### src/rtl/sbfd_pkg.sv
// Shared types and constants for the soft-bit frame deframer.
// No dependencies; used by sbfd_frame and soft_bit_frame_deframer_core.
package sbfd_pkg;

   localparam int unsigned WORD_W              = 16;
   localparam int unsigned BYTE_W              = 8;
   localparam int unsigned MAX_FRAME_BYTES_DEF = 10;

   localparam logic [WORD_W-1:0] ONE_WORD = 16'h0081;

   typedef enum logic [1:0] {
      PH_SYNC = 2'd0,
      PH_LEN  = 2'd1,
      PH_DATA = 2'd2
   } phase_type;

   typedef enum logic [1:0] {
      ST_BYTE   = 2'd0,
      ST_EMPTY  = 2'd1,
      ST_BADLEN = 2'd2,
      ST_TRUNC  = 2'd3
   } status_type;

   typedef struct packed {
      logic              valid;
      status_type        status;
      logic [BYTE_W-1:0] byte_value;
      logic              last_byte;
   } result_type;

endpackage

### src/rtl/sbfd_frame.sv
// Frame state machine, bit packer and result register of the deframer.
// Depends on sbfd_pkg.
module sbfd_frame #(
   parameter int unsigned MaxFrameBytes = sbfd_pkg::MAX_FRAME_BYTES_DEF
) (
   input  logic                          clock,
   input  logic                          reset,
   input  logic                          step_go,
   input  logic                          advance,
   input  logic [sbfd_pkg::WORD_W-1:0]   word,
   input  logic                          stream_end,
   output sbfd_pkg::result_type          result
);

   localparam int unsigned FB_W  = $clog2(MaxFrameBytes + 1);
   localparam int unsigned CNT_W = sbfd_pkg::WORD_W - 3;

   sbfd_pkg::phase_type  phase_ff, phase_in;
   logic [FB_W-1:0]      frame_bytes_ff, frame_bytes_in;
   logic [FB_W-1:0]      bytes_done_ff, bytes_done_in;
   logic [2:0]           bit_index_ff, bit_index_in;
   logic [6:0]           bit_shift_ff, bit_shift_in;
   sbfd_pkg::result_type result_ff, result_in;
   logic                 valid_ff, valid_in;

   logic [CNT_W-1:0] count;
   logic             len_bad;
   logic             len_zero;
   logic             bit_val;
   logic             byte_full;
   logic [FB_W-1:0]  bytes_next;
   logic             frame_last;

   assign count      = word[sbfd_pkg::WORD_W-1:3];
   assign len_bad    = count > CNT_W'(MaxFrameBytes);
   assign len_zero   = count == '0;
   assign bit_val    = word == sbfd_pkg::ONE_WORD;
   assign byte_full  = bit_index_ff == 3'd7;
   assign bytes_next = bytes_done_ff + FB_W'(1);
   assign frame_last = bytes_next >= frame_bytes_ff;

   always_comb begin
      unique case (phase_ff)
         sbfd_pkg::PH_LEN: begin
            if (len_bad || len_zero || stream_end) begin
               phase_in = sbfd_pkg::PH_SYNC;
            end else begin
               phase_in = sbfd_pkg::PH_DATA;
            end
         end
         sbfd_pkg::PH_DATA: begin
            if (stream_end || (byte_full && frame_last)) begin
               phase_in = sbfd_pkg::PH_SYNC;
            end else begin
               phase_in = sbfd_pkg::PH_DATA;
            end
         end
         default: begin
            phase_in = stream_end ? sbfd_pkg::PH_SYNC : sbfd_pkg::PH_LEN;
         end
      endcase
   end

   always_comb begin
      frame_bytes_in       = '0;
      bytes_done_in        = '0;
      bit_index_in         = '0;
      bit_shift_in         = '0;
      result_in.valid      = 1'b0;
      result_in.status     = sbfd_pkg::ST_BYTE;
      result_in.byte_value = '0;
      result_in.last_byte  = 1'b0;
      unique case (phase_ff)
         sbfd_pkg::PH_LEN: begin
            result_in.valid = len_bad || len_zero || stream_end;
            priority if (len_bad) begin
               result_in.status = sbfd_pkg::ST_BADLEN;
            end else if (len_zero) begin
               result_in.status = sbfd_pkg::ST_EMPTY;
            end else if (stream_end) begin
               result_in.status = sbfd_pkg::ST_TRUNC;
            end else begin
               frame_bytes_in = count[FB_W-1:0];
            end
         end
         sbfd_pkg::PH_DATA: begin
            if (!byte_full) begin
               if (stream_end) begin
                  result_in.valid  = 1'b1;
                  result_in.status = sbfd_pkg::ST_TRUNC;
               end else begin
                  frame_bytes_in = frame_bytes_ff;
                  bytes_done_in  = bytes_done_ff;
                  bit_index_in   = bit_index_ff + 3'd1;
                  bit_shift_in   = {bit_shift_ff[5:0], bit_val};
               end
            end else begin
               result_in.valid = 1'b1;
               priority if (frame_last) begin
                  result_in.byte_value = {bit_shift_ff, bit_val};
                  result_in.last_byte  = 1'b1;
               end else if (stream_end) begin
                  result_in.status = sbfd_pkg::ST_TRUNC;
               end else begin
                  result_in.byte_value = {bit_shift_ff, bit_val};
                  frame_bytes_in       = frame_bytes_ff;
                  bytes_done_in        = bytes_next;
               end
            end
         end
         default: begin
            if (stream_end) begin
               result_in.valid  = 1'b1;
               result_in.status = sbfd_pkg::ST_TRUNC;
            end
         end
      endcase
   end

   assign valid_in = step_go ? result_in.valid : 1'b0;

   always_ff @(posedge clock) begin
      if (reset) begin
         phase_ff       <= sbfd_pkg::PH_SYNC;
         frame_bytes_ff <= '0;
         bytes_done_ff  <= '0;
         bit_index_ff   <= '0;
         bit_shift_ff   <= '0;
         valid_ff       <= 1'b0;
      end else begin
         if (step_go) begin
            phase_ff       <= phase_in;
            frame_bytes_ff <= frame_bytes_in;
            bytes_done_ff  <= bytes_done_in;
            bit_index_ff   <= bit_index_in;
            bit_shift_ff   <= bit_shift_in;
         end
         if (advance) begin
            valid_ff <= valid_in;
         end
      end
   end

   always_ff @(posedge clock) begin
      if (step_go) begin
         result_ff <= result_in;
      end
   end

   always_comb begin
      result       = result_ff;
      result.valid = valid_ff;
   end

`ifndef SYNTH
   a_bits_only_in_payload: assert property (@(posedge clock) disable iff (reset)
      bit_index_ff != 3'd0 |-> phase_ff == sbfd_pkg::PH_DATA)
      else $error("bit index set outside the payload phase");

   a_frame_count_sane: assert property (@(posedge clock) disable iff (reset)
      phase_ff == sbfd_pkg::PH_DATA |->
         (frame_bytes_ff != '0 && bytes_done_ff < frame_bytes_ff))
      else $error("frame byte counters out of range in payload phase");

   a_last_returns_sync: assert property (@(posedge clock) disable iff (reset)
      step_go && result_in.valid && result_in.last_byte |=>
         phase_ff == sbfd_pkg::PH_SYNC)
      else $error("final byte did not return the deframer to sync");

   a_error_no_data: assert property (@(posedge clock) disable iff (reset)
      valid_ff && result_ff.status != sbfd_pkg::ST_BYTE |->
         (result_ff.byte_value == '0 && !result_ff.last_byte))
      else $error("status transfer carries byte data");
`endif

endmodule

### src/rtl/soft_bit_frame_deframer_core.sv
// Top level of the soft-bit frame deframer: input register and handshakes.
// Depends on sbfd_pkg and sbfd_frame.
//
//   Channel   Direction   Ports                                        Transfer when
//   req       in          req_valid, req_stall, req_word,              valid && !stall
//                         req_stream_end
//   rsp       out         rsp_valid, rsp_stall, rsp_status,            valid && !stall
//                         rsp_byte_value, rsp_last_byte
//
// One word is taken every cycle unless req_stall is high; a word's result, if it
// gives one, passes through the input register and then the result register.
// Reset is synchronous and returns the deframer to expecting a sync word.
// A stall on rsp holds the result register and then backs up into req.
module soft_bit_frame_deframer_core #(
   parameter int unsigned MaxFrameBytes = sbfd_pkg::MAX_FRAME_BYTES_DEF
) (
   input  logic                          clock,
   input  logic                          reset,
   input  logic                          req_valid,
   output logic                          req_stall,
   input  logic [sbfd_pkg::WORD_W-1:0]   req_word,
   input  logic                          req_stream_end,
   output logic                          rsp_valid,
   input  logic                          rsp_stall,
   output logic [1:0]                    rsp_status,
   output logic [sbfd_pkg::BYTE_W-1:0]   rsp_byte_value,
   output logic                          rsp_last_byte
);

   logic                        in_valid_ff, in_valid_in;
   logic [sbfd_pkg::WORD_W-1:0] word_ff;
   logic                        end_ff;
   logic                        advance;
   logic                        accept;
   sbfd_pkg::result_type        result;

   assign advance   = !(result.valid && rsp_stall);
   assign req_stall = in_valid_ff && !advance;
   assign accept    = req_valid && !req_stall;

   always_comb begin
      priority if (accept) begin
         in_valid_in = 1'b1;
      end else if (advance) begin
         in_valid_in = 1'b0;
      end else begin
         in_valid_in = in_valid_ff;
      end
   end

   always_ff @(posedge clock) begin
      if (reset) begin
         in_valid_ff <= 1'b0;
      end else begin
         in_valid_ff <= in_valid_in;
      end
   end

   always_ff @(posedge clock) begin
      if (accept) begin
         word_ff <= req_word;
         end_ff  <= req_stream_end;
      end
   end

   sbfd_frame #(
      .MaxFrameBytes (MaxFrameBytes)
   ) u_frame (
      .clock      (clock),
      .reset      (reset),
      .step_go    (in_valid_ff && advance),
      .advance    (advance),
      .word       (word_ff),
      .stream_end (end_ff),
      .result     (result)
   );

   assign rsp_valid      = result.valid;
   assign rsp_status     = result.status;
   assign rsp_byte_value = result.byte_value;
   assign rsp_last_byte  = result.last_byte;

endmodule

### config.mk
export PLATFORM = sky130hd
export DESIGN_NAME = soft_bit_frame_deframer_core
export DESIGN_NICKNAME = d
export VERILOG_FILES = /design/src/rtl/sbfd_pkg.sv /design/src/rtl/sbfd_frame.sv /design/src/rtl/soft_bit_frame_deframer_core.sv
export SDC_FILE = /design/constraint.sdc
export NUM_CORES = 1
export LEC_CHECK = 0
export BUFFER_PORTS_ARGS = -buffer_cell sky130_fd_sc_hd__buf_4
export CAP_MARGIN = 20
export CORE_MARGIN = 2
export CORE_UTILIZATION = 40
export DETAILED_ROUTE_END_ITERATION = 10
export SLEW_MARGIN = 20
export SYNTH_ARGS = -nofsm -noshare
export SYNTH_HDL_FRONTEND = slang
export SYNTH_SLANG_ARGS = --single-unit
### constraint.sdc
create_clock -name clock -period 2.3 [get_ports clock]
set_input_delay 0.46 -clock clock [delete_from_list [all_inputs] [get_ports clock]]
set_output_delay 0.46 -clock clock [all_outputs]
set_load 0.05 [all_outputs]
## Yosys cells after proc, flatten, opt, wreduce, memory -nomap -nowiden

Cells that the tools add are included.

| storage, ports and cells | value |
|---|---|
| output and inout port bits | 13 |
| input bits | 21 |
| flip-flop bits (word level) | 50 |
| word-level logic and storage cells | 70 |

| operators by class | value |
|---|---|
| reduce and logical (&&, ||, !) cells | 13 |
| $add $sub $neg | 2 |
| equal/unequal tests | 6 |
| order comparisons | 2 |
| mux-type cells | 35 |

Operators by type and width:

| operator | count |
|---|---|
| 2-to-1 mux 4 bit | 11 |
| 2-to-1 mux 7 bit | 3 |
| equality test 16 x 8 -> 1 bit (second input constant) | 1 |
| 2-to-1 mux 8 bit | 2 |
| 2-to-1 mux 3 bit | 5 |
| > comparator 13 x 4 -> 1 bit (second input constant) | 1 |
| zero test 13 bit | 1 |
| 2-to-1 mux 2 bit | 6 |
| one-hot mux 4 bit (2 select lines) | 1 |
| one-hot mux 3 bit (2 select lines) | 1 |
| logical AND 1 bit | 5 |
| 2-to-1 mux 1 bit | 5 |
| adder 4 x 1 -> 4 bit (second input constant) | 1 |
| >= comparator 4 bit | 1 |
| one-hot mux 2 bit (2 select lines) | 1 |
| AND reduction 2 bit | 2 |
| adder 3 x 1 -> 3 bit (second input constant) | 1 |
| equality test 3 bit (second input constant) | 1 |
| logical OR 1 bit | 3 |
| != test 3 x 2 -> 1 bit (second input constant) | 1 |
| equality test 2 x 1 -> 1 bit (second input constant) | 1 |
| equality test 2 bit (second input constant) | 1 |
| zero test 1 bit | 2 |
| != test 2 bit (second input constant) | 1 |

## Logic depth before layout (Yosys ltp)

Gate-level depths: netlist (run 1).

| logic depth | value |
|---|---|
| depth in word-level cells | 6 |
| depth in mapped cells | 9 |

## Cells and area by module

A second synthesis (run 1) with hierarchy kept.

| unflattened totals | value |
|---|---|
| cell total of the unflattened synthesis | 198 |
| area total of the unflattened synthesis | 2224.6 µm² |

By module, submodules not included:

| module | area an instance (µm²) | cells an instance | times used |
|---|---|---|---|
| sbfd_frame | 1654.1 | 173 | 1 |
| soft_bit_frame_deframer_core | 570.5 | 25 | 1 |

## Worst setup path before layout (run 1)

No wires, ideal clock.

| timing path | value |
|---|---|
| path type | register to register |
| start point | register u_frame.bytes_done_ff[0] |
| end point | register u_frame.result_ff, in the netlist u_frame.result[1] (data pin) |
| arrival | 1.970 ns |
| path buffers | 0 |
| path slack | 0.075 ns |
| clock period less this slack | 2.225 ns |
| cell stages (with the launch flop) | 10 |
| data required time | 2.045 ns |
| library setup time | 0.255 ns |
| cell sequence | dfxtp_1 > ha_1 > nor2b_1 > or2_2 > ha_1 > o21a_1 > nor2_1 > nor2_1 > o21ba_2 > and3b_1 |

| between the ends | value |
|---|---|
| longest elaborated chain between the ends | 3 |

RTL lines:

| element | line | source |
|---|---|---|
| start, declared | sbfd_frame.sv:20 | `logic [FB_W-1:0] bytes_done_ff, bytes_done_in;` |
| start signal, assigned | sbfd_frame.sv:134 | `bytes_done_ff <= bytes_done_in;` |
| adder 4 x 1 -> 4 bit | sbfd_frame.sv:39 | `assign bytes_next = bytes_done_ff + FB_W'(1);` |
| >= comparator 4 bit | sbfd_frame.sv:40 | `assign frame_last = bytes_next >= frame_bytes_ff;` |
| 2-to-1 mux 8 bit | sbfd_frame.sv:99 | `priority if (frame_last) begin` |
| end signal, assigned | sbfd_frame.sv:146 | `result_ff <= result_in;` |
| end, declared | sbfd_frame.sv:23 | `sbfd_pkg::result_type result_ff, result_in;` |

Every way passes these cells.
A chain may end at the register's enable or synchronous reset.

## Worst setup path after layout (run 1)

Ends and elaborated chain as after synthesis.

==> results.txt, run 1 <==
----------------------------------------------------
[Route]
  Routed Antenna Nets ... 0
  DRC errors left ... 0
  Routed vias/inst ... 5.145
  Routed WL ... 3870 µm
  Initial DRC count ... 52
  Wire length per cell ... 13.67 µm
  Vias after detailed routing ... 1456
  First drt pass iteration count ... 4

[Floorplan]
  Count of standard-cell rows ... 26
  Core ar. ... 5075 µm²
  Die height ... 76.45 µm
  Floorplan die area ... 5845 µm²
  Chip width ... 76.45 µm
  I/O pin total ... 34
  Starting Density ... 41.37%

[Timing]
  Final setup violation count ... 0
  Summed negative setup slack over all endpoints ... 0 ps
  Hold slack ... 335.2 ps
  Setup repair after global routing missed its margin ... false
  Fin. max-slew vios ... 0
  Count of endpoints failing hold in the final timing report ... 0
  Final worst clock skew ... 5.599 ps
  Final min period ... 2170 ps
  Tightest Pin Transition ... 580.4 ps
  Remaining max-slew budget at the tightest pin ... 60.95%
  Part of the cycle the worst path needs ... 94.34%
  Fmax ... 460.9 MHz

[Critical path]
  Data arrival time of the critical path ... 2220 ps
  Nature of the critical path endpoint ... flip-flop
  Cell depth of the worst flop-to-flop path ... 9
  Worst setup path class ... flip-flop to flip-flop
  Source of the worst register-to-register timing path ... u_frame.bytes_done_ff[0]
  FF-to-FF End ... u_frame.result[1]
  Crit-path max FO ... 8
  Worst Setup Start Kind ... flip-flop
  Worst EP required ... 2360 ps
  R2R Setup Slk ... 130 ps

[Yosys]
  Post-synthesis sequential area ratio ... 61.03%
  Synthesized Nets ... 199
  Average instance area after synthesis ... 12.42 µm²
  Most used DFF post-synth ... sky130_fd_sc_hd__edfxtp_1
  Unique cell type count in the Yosys netlist ... 46
  Cells after synthesis ... 169
  Share of synthesized flip-flops with an asynchronous set or reset ... 0%
  Register bit total from synthesis ... 50
  Mapped cell area ... 2100 µm²
  Count of flip-flops with a built-in enable after synthesis ... 28
  Syn. warnings ... 0

[CTS]
  Clock tree sinks ... 50
  Clock Pin Slew Worst Setup and Hold Paths ... 80 ps
  CTS tree ... done
  Clock tree root buffer cell ... sky130_fd_sc_hd__clkbuf_8
  Clk buf depth ... 2
  Total clock buffers created by CTS ... 5
  Maximum level of the CTS H-tree ... 2
  CTS Hold Bufs ... 0
  Clock latency at the later pin of the worst-skew pair ... 290 ps

[GRT]
  Overflow left after global routing ... 0
  Via count of the first global-routing pass ... 1465
  Global router's overall resource usage ... 14.02%
  Antenna violations before repair ... 0
  Met1 demand-to-capacity share in global routing ... 15.57%
  Pin count of the biggest net entering global routing ... 21
  Global-route layer with the greatest usage ... met2
  Wire length of the first global-routing pass ... 6479 µm
  Met2 Resource Use GR ... 25.31%
  Met3 demand-to-capacity share in global routing ... 3.910%

[Power]
  Total power per unit cell area ... 623.6 nW/µm²
  Worst ir drop on vdd ... 342.7 µV
  Leakage component of the power ... 0.0009778 µW

[Cells and area]
  Share of layout cells above drive strength 1 ... 30.05%
  Final Cell Area ... 2614 µm²
  Relative area change from synthesis to final layout ... 24.49%
  Antenna diode instance count ... 0
  Final cell count without fillers ... 283
  Layout fillers ... 457
  Finished Core Util ... 51.50%
  Number of nets at the end of the flow ... 242

[Min path]
  Worst hold path stage count ... 1
  Worst min-delay path startpoint ... req_word[7]
  Hold Crit Endpoint ... word_ff[7]
  HP Class ... input port to flip-flop

[Placed design]
  Placement-stage cell area ... 2456 µm²
  Half-perimeter wire length after detailed placement ... 2771 µm
  Number of port buffers ... 33
  Cell count after placement ... 274
  Final weighted congestion of routability-driven global placement ... 0.8434

[Outcome]
  Result of the run ... finished clean

[Flow run]
  Max-capacitance violation count ... 0

----------------------------------------------------
-- cell usage after synthesis (2+ instances only) --
| library cell | instances | area (µm²) |
|---|---|---|
| sky130_fd_sc_hd__edfxtp_1 | 28 | 840.8 |
| sky130_fd_sc_hd__dfxtp_1 | 22 | 440.4 |
| sky130_fd_sc_hd__nor2_1 | 22 | 82.58 |
| sky130_fd_sc_hd__a22oi_1 | 10 | 75.07 |
| sky130_fd_sc_hd__ha_1 | 9 | 112.6 |
| sky130_fd_sc_hd__and2_1 | 7 | 43.79 |
| sky130_fd_sc_hd__inv_1 | 7 | 26.28 |
| sky130_fd_sc_hd__nand2_1 | 7 | 26.28 |
| sky130_fd_sc_hd__a21oi_1 | 5 | 25.02 |
| sky130_fd_sc_hd__a22o_1 | 4 | 35.03 |
| sky130_fd_sc_hd__o21ai_0 | 4 | 20.02 |
| sky130_fd_sc_hd__nor2b_1 | 3 | 18.77 |
| sky130_fd_sc_hd__a21o_1 | 2 | 15.01 |
| sky130_fd_sc_hd__a31oi_1 | 2 | 12.51 |
| sky130_fd_sc_hd__mux2i_1 | 2 | 20.02 |
| sky130_fd_sc_hd__nand2b_1 | 2 | 12.51 |
| sky130_fd_sc_hd__nand3_1 | 2 | 10.01 |
| sky130_fd_sc_hd__nor3_1 | 2 | 10.01 |
| sky130_fd_sc_hd__o21a_1 | 2 | 15.01 |
-- report_power, final --
group | internal [µW] | switching (µW)
sequential | 974 | 13.6
clock | 243 | 265
combinational | 49.7 | 84.5
total | 1270 | 363
-- flip-flops by register name, summed over array words and instances (netlist names) --
name                    flops
end_ff                      1
in_valid_ff                 1
u_frame.bit_index_ff        3
u_frame.bit_shift_ff        7
u_frame.bytes_done_ff       4
u_frame.frame_bytes_ff      4
u_frame.phase_ff            2
u_frame.result             11
u_frame.valid_ff            1
word_ff                    16
-- final cells by class --
class	count	area, µm²	share of cell area, %
clock buffer	7	86.33	3.303
clock inverter	1	5.005	0.1915
inverter	8	30.03	1.149
multi-input combinational	107	820.8	31.40
sequential	50	1284	49.11
tap	70	87.58	3.351
timing repair buffer	40	300.3	11.49
-- kinds of logic (layout without fill, tap and decap cells) --
group | count (synthesis) | after routing | synth area share (%)
buffers and inverters | 12 | 56 | 2.562
multiplexers | 3 | 3 | 1.490
flip-flops | 50 | 50 | 61.03
adder cells (fa/ha/maj) | 9 | 9 | 5.364
AND/OR/NAND/NOR | 55 | 55 | 14.30
AO/OA/AOI/OAI | 39 | 39 | 14.84
XOR/XNOR | 1 | 1 | 0.4172
-- through the flow --
step           setup WS [ps]  power, µW
5_1_grt                29.82       1699
3_5_place_dp           25.91       1143
4_1_cts                2.039       1643
2_1_floorplan          75.14       1086
3_3_place_gp           85.45       1139
6_report               130.3       1630
-- how the worst max path moves through the flow --
stage / from / to / slack (ps) / cells after the start
finish: u_frame.bytes_done_ff[0] / u_frame.result[1] / 130 / 9
CTS: u_frame.bytes_done_ff[1] / u_frame.frame_bytes_ff[2] / 2 / 10
global route: u_frame.bytes_done_ff[0] / u_frame.bytes_done_ff[2] / 30 / 10
detailed placement: u_frame.bytes_done_ff[1] / u_frame.frame_bytes_ff[2] / 30 / 10
global placement: u_frame.bytes_done_ff[0] / u_frame.frame_bytes_ff[0] / 90 / 10
floorplan: u_frame.bytes_done_ff[0] / u_frame.result[1] / 80 / 9
-- per-layer routing --
layer / vias up / part of all wire [%] / wire, µm
li1: 706 / - / -
met1: 699 / 40 / 1530
met2: 47 / 53 / 2053
met3: 4 / 6.1 / 238
met4: 0 / 1.2 / 46
met5: - / 0 / 0
-- placed cells by master, fill, tap and decap left out, types with 2 or more instances in the layout --
cell type and instances:
sky130_fd_sc_hd__a22oi_1 10, sky130_fd_sc_hd__nor2_1 20, sky130_fd_sc_hd__clkbuf_8 6, sky130_fd_sc_hd__nand2b_1 2, sky130_fd_sc_hd__ha_1 8, sky130_fd_sc_hd__dfxtp_1 20, sky130_fd_sc_hd__a2111oi_4 2, sky130_fd_sc_hd__inv_1 7
sky130_fd_sc_hd__a22o_1 4, sky130_fd_sc_hd__a21o_1 2, sky130_fd_sc_hd__nor2b_1 3, sky130_fd_sc_hd__nand2_1 7, sky130_fd_sc_hd__o21ai_0 4, sky130_fd_sc_hd__o21a_1 2, sky130_fd_sc_hd__dfxtp_2 2, sky130_fd_sc_hd__mux2i_1 2
sky130_fd_sc_hd__buf_4 40, sky130_fd_sc_hd__a31oi_1 2, sky130_fd_sc_hd__nand3_1 2, sky130_fd_sc_hd__edfxtp_1 28, sky130_fd_sc_hd__nor2_2 2, sky130_fd_sc_hd__a21oi_1 4, sky130_fd_sc_hd__and2_1 7, sky130_fd_sc_hd__nor3_1 2
-- repair_timing --
item,CTS,global route
endpoints found under the setup margin,0,17
endpoints found under the hold margin,0,0
buffers inserted,0,1
resized for setup,0,11
-- worst max-delay path, stage by stage, from the launching register on --
cell	delay [ps]
sky130_fd_sc_hd__dfxtp_2	330
sky130_fd_sc_hd__ha_1	210
sky130_fd_sc_hd__nor2b_1	140
sky130_fd_sc_hd__or2_4	240
sky130_fd_sc_hd__ha_4	200
sky130_fd_sc_hd__o21a_1	180
sky130_fd_sc_hd__nor2_2	140
sky130_fd_sc_hd__nor2_2	70
sky130_fd_sc_hd__o21ba_4	250
sky130_fd_sc_hd__and3b_1	160
Note: power is estimated with default switching activity, not from simulation.
==> run 2: changes to the inputs <==
--- a/config.mk
+++ b/config.mk
@@ -10,6 +10,7 @@
 export CORE_MARGIN = 2
 export CORE_UTILIZATION = 40
 export DETAILED_ROUTE_END_ITERATION = 10
+export RECOVER_POWER = 25
 export SLEW_MARGIN = 20
 export SYNTH_ARGS = -nofsm -noshare
 export SYNTH_HDL_FRONTEND = slang
==> run 2 against run 1 <==
Compared with the run above:
- clock power about the same
- final cell count unchanged
- sequential share of layout area increased by 0.071 points
- sequential power is essentially flat
- sequential cell count did not move
- utilization fell by 0.074 points
- count of clock-buffer cells in the layout did not move
==> results.txt, run 2 (same netlist as run 1, synthesis figures left out) <==
----------------------------------------------------
[CTS]
  Clock tree sinks ... 50 (unchanged)
  Clock tree root buffer cell ... sky130_fd_sc_hd__clkbuf_8
  Clock latency at the later pin of the worst-skew pair ... 290 ps (about the same)
  Clock Pin Slew Worst Setup and Hold Paths ... 80 ps (about the same)
  CTS tree ... done
  Total clock buffers created by CTS ... 5 (unchanged)
  Clk buf depth ... 2 (unchanged)
  Maximum level of the CTS H-tree ... 2 (unchanged)

[Critical path]
  Critical Path Start ... u_frame.bytes_done_ff[0]
  Data arrival time of the critical path ... 2230 ps (about the same)
  Top cell by count, worst path ... sky130_fd_sc_hd__nor2_2
  Nature of the critical path endpoint ... flip-flop
  CP top delay family ... simple AND/OR/NAND/NOR gates
  Cell depth of the worst flop-to-flop path ... 9 (unchanged)
  Chain of cells forming the critical path ... ha_1 > nor2b_1 > or2_4 > ha_4 > o21a_1 > nor2_2 > nor2_2 > o21ba_4 > and3b_1
  FF-to-FF End ... u_frame.result[1]
  Logic depth of the worst path, buffers included ... 9 (unchanged)
  Crit-path max FO ... 8 (unchanged)
  R2R Setup Slk ... 130 ps (about the same)
  Worst EP required ... 2360 ps (about the same)
  End point of the critical path ... u_frame.result[1]
  Critical path buffers and inverters ... 0 (unchanged)
  Worst setup path class ... flip-flop to flip-flop
  Worst Setup Start Kind ... flip-flop
  Source of the worst register-to-register timing path ... u_frame.bytes_done_ff[0]
  Crit-path max cell delay ... 330 ps (about the same)
  Slowest-stage cell, CP ... sky130_fd_sc_hd__dfxtp_2

[Route]
  Routed Antenna Nets ... 0 (unchanged)
  Routed vias/inst ... 5.124 (-0.41%)
  DRC errors left ... 0 (unchanged)
  Wire length per cell ... 13.61 µm (-0.49%)
  Vias after detailed routing ... 1450 (-0.41%)
  Routed WL ... 3851 µm (-0.49%)
  First drt pass iteration count ... 4 (unchanged)
  Initial DRC count ... 64 (+23%)

[Timing]
  Summed negative setup slack over all endpoints ... 0 ps (unchanged)
  Part of the cycle the worst path needs ... 94.38% (about the same)
  Remaining max-slew budget at the tightest pin ... 43.47% (-17 points)
  Final worst clock skew ... 6.095 ps (+0.4963 ps)
  Hold slack ... 357.5 ps (+22.23 ps)
  Tightest Pin Transition ... 847.9 ps (+267.6 ps)
  Setup repair after global routing missed its margin ... false
  Final setup violation count ... 0 (unchanged)
  Fin. max-slew vios ... 0 (unchanged)
  Fmax ... 460.7 MHz (about the same)
  Count of endpoints failing hold in the final timing report ... 0 (unchanged)
  Final min period ... 2171 ps (+0.9620 ps)

[GRT]
  Wire length of the first global-routing pass ... 6479 µm (unchanged)
  Pin count of the biggest net entering global routing ... 21 (unchanged)
  Global router's overall resource usage ... 14.02% (unchanged)
  Via count of the first global-routing pass ... 1465 (unchanged)
  Antenna violations before repair ... 0 (unchanged)
  Overflow left after global routing ... 0 (unchanged)

[Floorplan]
  Chip width ... 76.45 µm (unchanged)
  Floorplan die area ... 5845 µm² (unchanged)
  Count of standard-cell rows ... 26 (unchanged)
  Die height ... 76.45 µm (unchanged)
  Starting Density ... 41.37% (unchanged)
  Core ar. ... 5075 µm² (unchanged)
  I/O pin total ... 34 (unchanged)

[Cells and area]
  Antenna diode instance count ... 0 (unchanged)
  Finished Core Util ... 51.43% (-0.074 points)
  Commonest cells after routing, fill and taps aside ... 28 x sky130_fd_sc_hd__edfxtp_1, 22 x sky130_fd_sc_hd__buf_4, 20 x sky130_fd_sc_hd__nor2_1, 20 x sky130_fd_sc_hd__dfxtp_1, 17 x sky130_fd_sc_hd__clkbuf_4
  Most common cell after layout, fill and taps aside ... sky130_fd_sc_hd__edfxtp_1
  Share of layout cells above drive strength 1 ... 29.58% (-0.47 points)
  Top reg by flops ... word_ff
  Number of nets at the end of the flow ... 242 (unchanged)
  Flip-flop count of the largest register, all copies and words added ... 16 (unchanged)
  Relative area change from synthesis to final layout ... 24.31%

[Power]
  Total power consumption of the routed design ... 1627 µW (-0.21%)
  Total power per unit cell area ... 623.2 nW/µm² (about the same)
  Worst ir drop on vdd ... 339.1 µV (-1.1%)
  Leakage component of the power ... 0.0009707 µW (-0.73%)

[Placed design]
  Final weighted congestion of routability-driven global placement ... 0.8434 (unchanged)
  Half-perimeter wire length after detailed placement ... 2771 µm (unchanged)
  Number of port buffers ... 33 (unchanged)

[Min path]
  HP Class ... input port to flip-flop
  Worst hold path stage count ... 1 (unchanged)

[Flow run]
  Max-capacitance violation count ... 0 (unchanged)

[Outcome]
  Result of the run ... finished clean

----------------------------------------------------
run 2: cell count changes in the layout (fill, tap and decap cells not counted), sizes merged:
cell	before	now
buf	40	22
clkbuf	7	25
run 2: metrics by stage:
step / instances / worst slack, ps / cell area (µm²)
floorplan: 169 / 75.14 / 2100
global placement: 274 / 85.45 / 2456
detailed placement: 274 / 25.91 / 2456
CTS: 282 / 2.039 / 2547
global route: 283 / 29.82 / 2610
finish: 283 / 129.3 / 2610
run 2: how the worst min path moves through the flow:
stage	startpoint	endpoint	slack [ps]
final	req_word[7]	word_ff[7]	360
after global routing	req_word[2]	word_ff[2]	340
after CTS	req_word[7]	word_ff[7]	330
after detailed placement	u_frame.bit_shift_ff[0]	u_frame.bit_shift_ff[0]	470
after global placement	u_frame.bit_shift_ff[0]	u_frame.bit_shift_ff[0]	460
after floorplan	u_frame.bit_shift_ff[0]	u_frame.bit_shift_ff[0]	440
run 2: worst register-to-register path, delay by kind of cell, from the launching register on:
family,cells,cell delay (ps)
AOI/OAI and AO/OA,2,430
adders and majority gates,2,410
and+or+nand+nor,5,760
DFF,1,330
run 2: metal layers:
layer / track usage [%] / wire length, µm
met2: 25.31 / 2044
met1: 15.57 / 1523
met5: 0 / 0
met4: 5.455 / 46
met3: 3.910 / 237
run 2: what timing repair did:
| item | 4_1_cts | 5_1_grt |
|---|---|---|
| hold buffers | 0 | 0 |
| setup endpoints to repair | 0 | 17 |
| gates resized for setup | 0 | 11 |
| buffers inserted | 0 | 1 |
run 2: area by class of cell:
type	count	area (µm²)
fill	459	2465
sequential	50	1284
multi-input combinational	107	820.8
timing repair buffer	40	296.5
tap	70	87.58
clock buffer	7	86.33
inverter	8	30.03
clock inverter	1	5.005
run 2: report_power, final:
| group | switching [µW] | internal [µW] |
|---|---|---|
| combinational | 84.4 | 47.3 |
| sequential | 13.6 | 975 |
| clock | 264 | 243 |
| total | 362 | 1260 |
==> run 3: changes to the inputs <==
--- a/config.mk
+++ b/config.mk
@@ -7,11 +7,11 @@
 export LEC_CHECK = 0
 export BUFFER_PORTS_ARGS = -buffer_cell sky130_fd_sc_hd__buf_4
 export CAP_MARGIN = 20
-export CORE_MARGIN = 2
 export CORE_UTILIZATION = 40
 export DETAILED_ROUTE_END_ITERATION = 10
-export RECOVER_POWER = 25
+export RECOVER_POWER = 100
 export SLEW_MARGIN = 20
 export SYNTH_ARGS = -nofsm -noshare
 export SYNTH_HDL_FRONTEND = slang
 export SYNTH_SLANG_ARGS = --single-unit
+export TNS_END_PERCENT = 100
==> run 3 against run 2 <==
Compared with the run above:
- combinational power is 8% lower
- count of clock-buffer cells in the layout shrank 2
- worst setup slack lost 6.4 ps
- routed wire length fell by 2.6%
- sequential share of layout area up 1.1 points
- global-route usage is 1.0 points higher
- clock power is 17% higher
- largest power group unchanged
- critical path type unchanged
- total power is 4.7% higher
- sequential power about the same
- first-iteration DRC count is 14% higher
- register-to-register slack about the same
==> results.txt, run 3 (same netlist as run 1, synthesis figures left out) <==
----------------------------------------------------
[CTS]
  CTS tree ... done
  Clock tree sinks ... 50 (unchanged)
  Clock Pin Slew Worst Setup and Hold Paths ... 90 ps (about the same)
  Postcts setup bufs ... 0 (unchanged)
  Clk buf depth ... 2 (unchanged)
  CTS Hold Bufs ... 0 (unchanged)
  Maximum level of the CTS H-tree ... 2 (unchanged)
  Total clock buffers created by CTS ... 5 (unchanged)
  Clock tree root buffer cell ... sky130_fd_sc_hd__clkbuf_8
  Clock latency at the later pin of the worst-skew pair ... 300 ps (about the same)
  CTS resizes ... 0 (unchanged)

[Outcome]
  Result of the run ... finished clean

[Critical path]
  Critical Path Start ... u_frame.bytes_done_ff[1]
  CP top delay family ... simple AND/OR/NAND/NOR gates
  Data arrival time of the critical path ... 2240 ps (about the same)
  Critical path buffers and inverters ... 0 (unchanged)
  Worst Setup Start Kind ... flip-flop
  Nature of the critical path endpoint ... flip-flop
  Slowest-stage cell, CP ... sky130_fd_sc_hd__dfxtp_2
  Crit-path max FO ... 8 (unchanged)
  Worst EP required ... 2360 ps (about the same)
  Chain of cells forming the critical path ... ha_2 > nor2b_2 > or2_4 > ha_1 > o21a_1 > nor2_4 > nor2_2 > o21ba_4 > and2_1
  Crit-path max cell delay ... 340 ps (about the same)
  Source of the worst register-to-register timing path ... u_frame.bytes_done_ff[1]
  Worst setup path class ... flip-flop to flip-flop

[Floorplan]
  Core ar. ... 5075 µm² (unchanged)
  Count of standard-cell rows ... 26 (unchanged)
  I/O pin total ... 34 (unchanged)
  Starting Density ... 41.37% (unchanged)
  Die height ... 74.45 µm (-2.6%)
  Floorplan die area ... 5543 µm² (-5.2%)
  Chip width ... 74.45 µm (-2.6%)

[Route]
  First drt pass iteration count ... 4 (unchanged)
  Vias after detailed routing ... 1433 (-1.2%)
  Wire length per cell ... 13.30 µm (-2.2%)
  Routed WL ... 3752 µm (-2.6%)
  DRC errors left ... 0 (unchanged)
  Routed vias/inst ... 5.082 (-0.82%)
  Routed Antenna Nets ... 0 (unchanged)
  Initial DRC count ... 73 (+14%)

[Timing]
  Setup repair after global routing missed its margin ... false
  Fin. max-slew vios ... 0 (unchanged)
  Part of the cycle the worst path needs ... 94.66% (+0.28 points)
  Summed negative setup slack over all endpoints ... 0 ps (unchanged)
  Final min period ... 2177 ps (+6.393 ps)
  Final worst clock skew ... 9.975 ps (+3.880 ps)
  Tightest Pin Transition ... 843.9 ps (-4.060 ps)
  Final setup violation count ... 0 (unchanged)
  Count of endpoints failing hold in the final timing report ... 0 (unchanged)
  Remaining max-slew budget at the tightest pin ... 43.74% (+0.27 points)
  Fmax ... 459.3 MHz (-0.29%)

[Min path]
  Worst min-delay path startpoint ... req_word[0]
  HP Class ... input port to flip-flop

[Power]
  Leakage component of the power ... 0.0009211 µW (-5.1%)
  Worst ir drop on vdd ... 356.0 µV (+5.0%)
  Total power per unit cell area ... 667.1 nW/µm² (+7.0%)

[GRT]
  Pin count of the biggest net entering global routing ... 21 (unchanged)
  Global router's overall resource usage ... 15.05% (+1.0 points)
  Antenna violations before repair ... 0 (unchanged)
  Wire length of the first global-routing pass ... 6216 µm (-4.1%)
  Overflow left after global routing ... 0 (unchanged)
  Via count of the first global-routing pass ... 1412 (-3.6%)

[Placed design]
  Half-perimeter wire length after detailed placement ... 2677 µm (-3.4%)
  Final weighted congestion of routability-driven global placement ... 0.8676 (+2.9%)
  Cell count after placement ... 274 (unchanged)
  Number of port buffers ... 33 (unchanged)

[Cells and area]
  Top reg by flops ... word_ff
  Share of layout cells above drive strength 1 ... 23.11% (-6.5 points)
  Commonest cells after routing, fill and taps aside ... 28 x sky130_fd_sc_hd__edfxtp_1, 20 x sky130_fd_sc_hd__nor2_1, 20 x sky130_fd_sc_hd__dfxtp_1
  Number of nets at the end of the flow ... 241 (-0.41%)
  Finished Core Util ... 50.32% (-1.1 points)
  Final cell count without fillers ... 282 (-0.35%)
  Flip-flop count of the largest register, all copies and words added ... 16 (unchanged)
  Most common cell after layout, fill and taps aside ... sky130_fd_sc_hd__edfxtp_1
  Antenna diode instance count ... 0 (unchanged)
  Relative area change from synthesis to final layout ... 21.63%
  Layout fillers ... 486 (+5.9%)

[Flow run]
  Max-capacitance violation count ... 0 (unchanged)

----------------------------------------------------
[run 3: power by group]
group / leakage (µW) / internal, µW / switching [µW]
clock network: 0.0000579 / 320 / 273
registers: 0.000444 / 975 / 13.6
logic: 0.000419 / 38.2 / 84.0
total: 0.000921 / 1330 / 371
[run 3: path summary, 6_finish.rpt]
| check | endpoint | slack [ps] | cells past startpoint |
|---|---|---|---|
| max | u_frame.result[8] | 120 | 9 |
| min | word_ff[0] | 360 | 1 |
| max reg2reg | u_frame.result[8] | 120 | 9 |
| min reg2reg | u_frame.bit_shift_ff[0] | 470 | 2 |
[run 3: final cells by class]
class	instances	area [µm²]	area share (%)
sequential	50	1284	50.27
multi-input combinational	107	807.0	31.60
timing repair buffer	39	236.5	9.260
tap	70	87.58	3.430
clock buffer	5	68.82	2.695
clock inverter	3	40.04	1.568
inverter	8	30.03	1.176
[run 3: layer usage]
layer,part of all wire (%),global-route usage (%)
met2,52,26.33
met4,2.1,6.709
met1,41,16.98
met5,0,0
met3,4.7,4.336
[run 3: metrics by stage]
step,cell area [µm²],hold WS [ps],power (µW),setup slack (ps)
3_5_place_dp,2456,460.8,1143,11.35
5_1_grt,2554,339.5,1787,5.113
4_1_cts,2565,327.5,1739,10.58
2_1_floorplan,2100,440.0,1086,75.14
3_3_place_gp,2456,463.2,1139,60.39
6_report,2554,361.0,1703,122.9
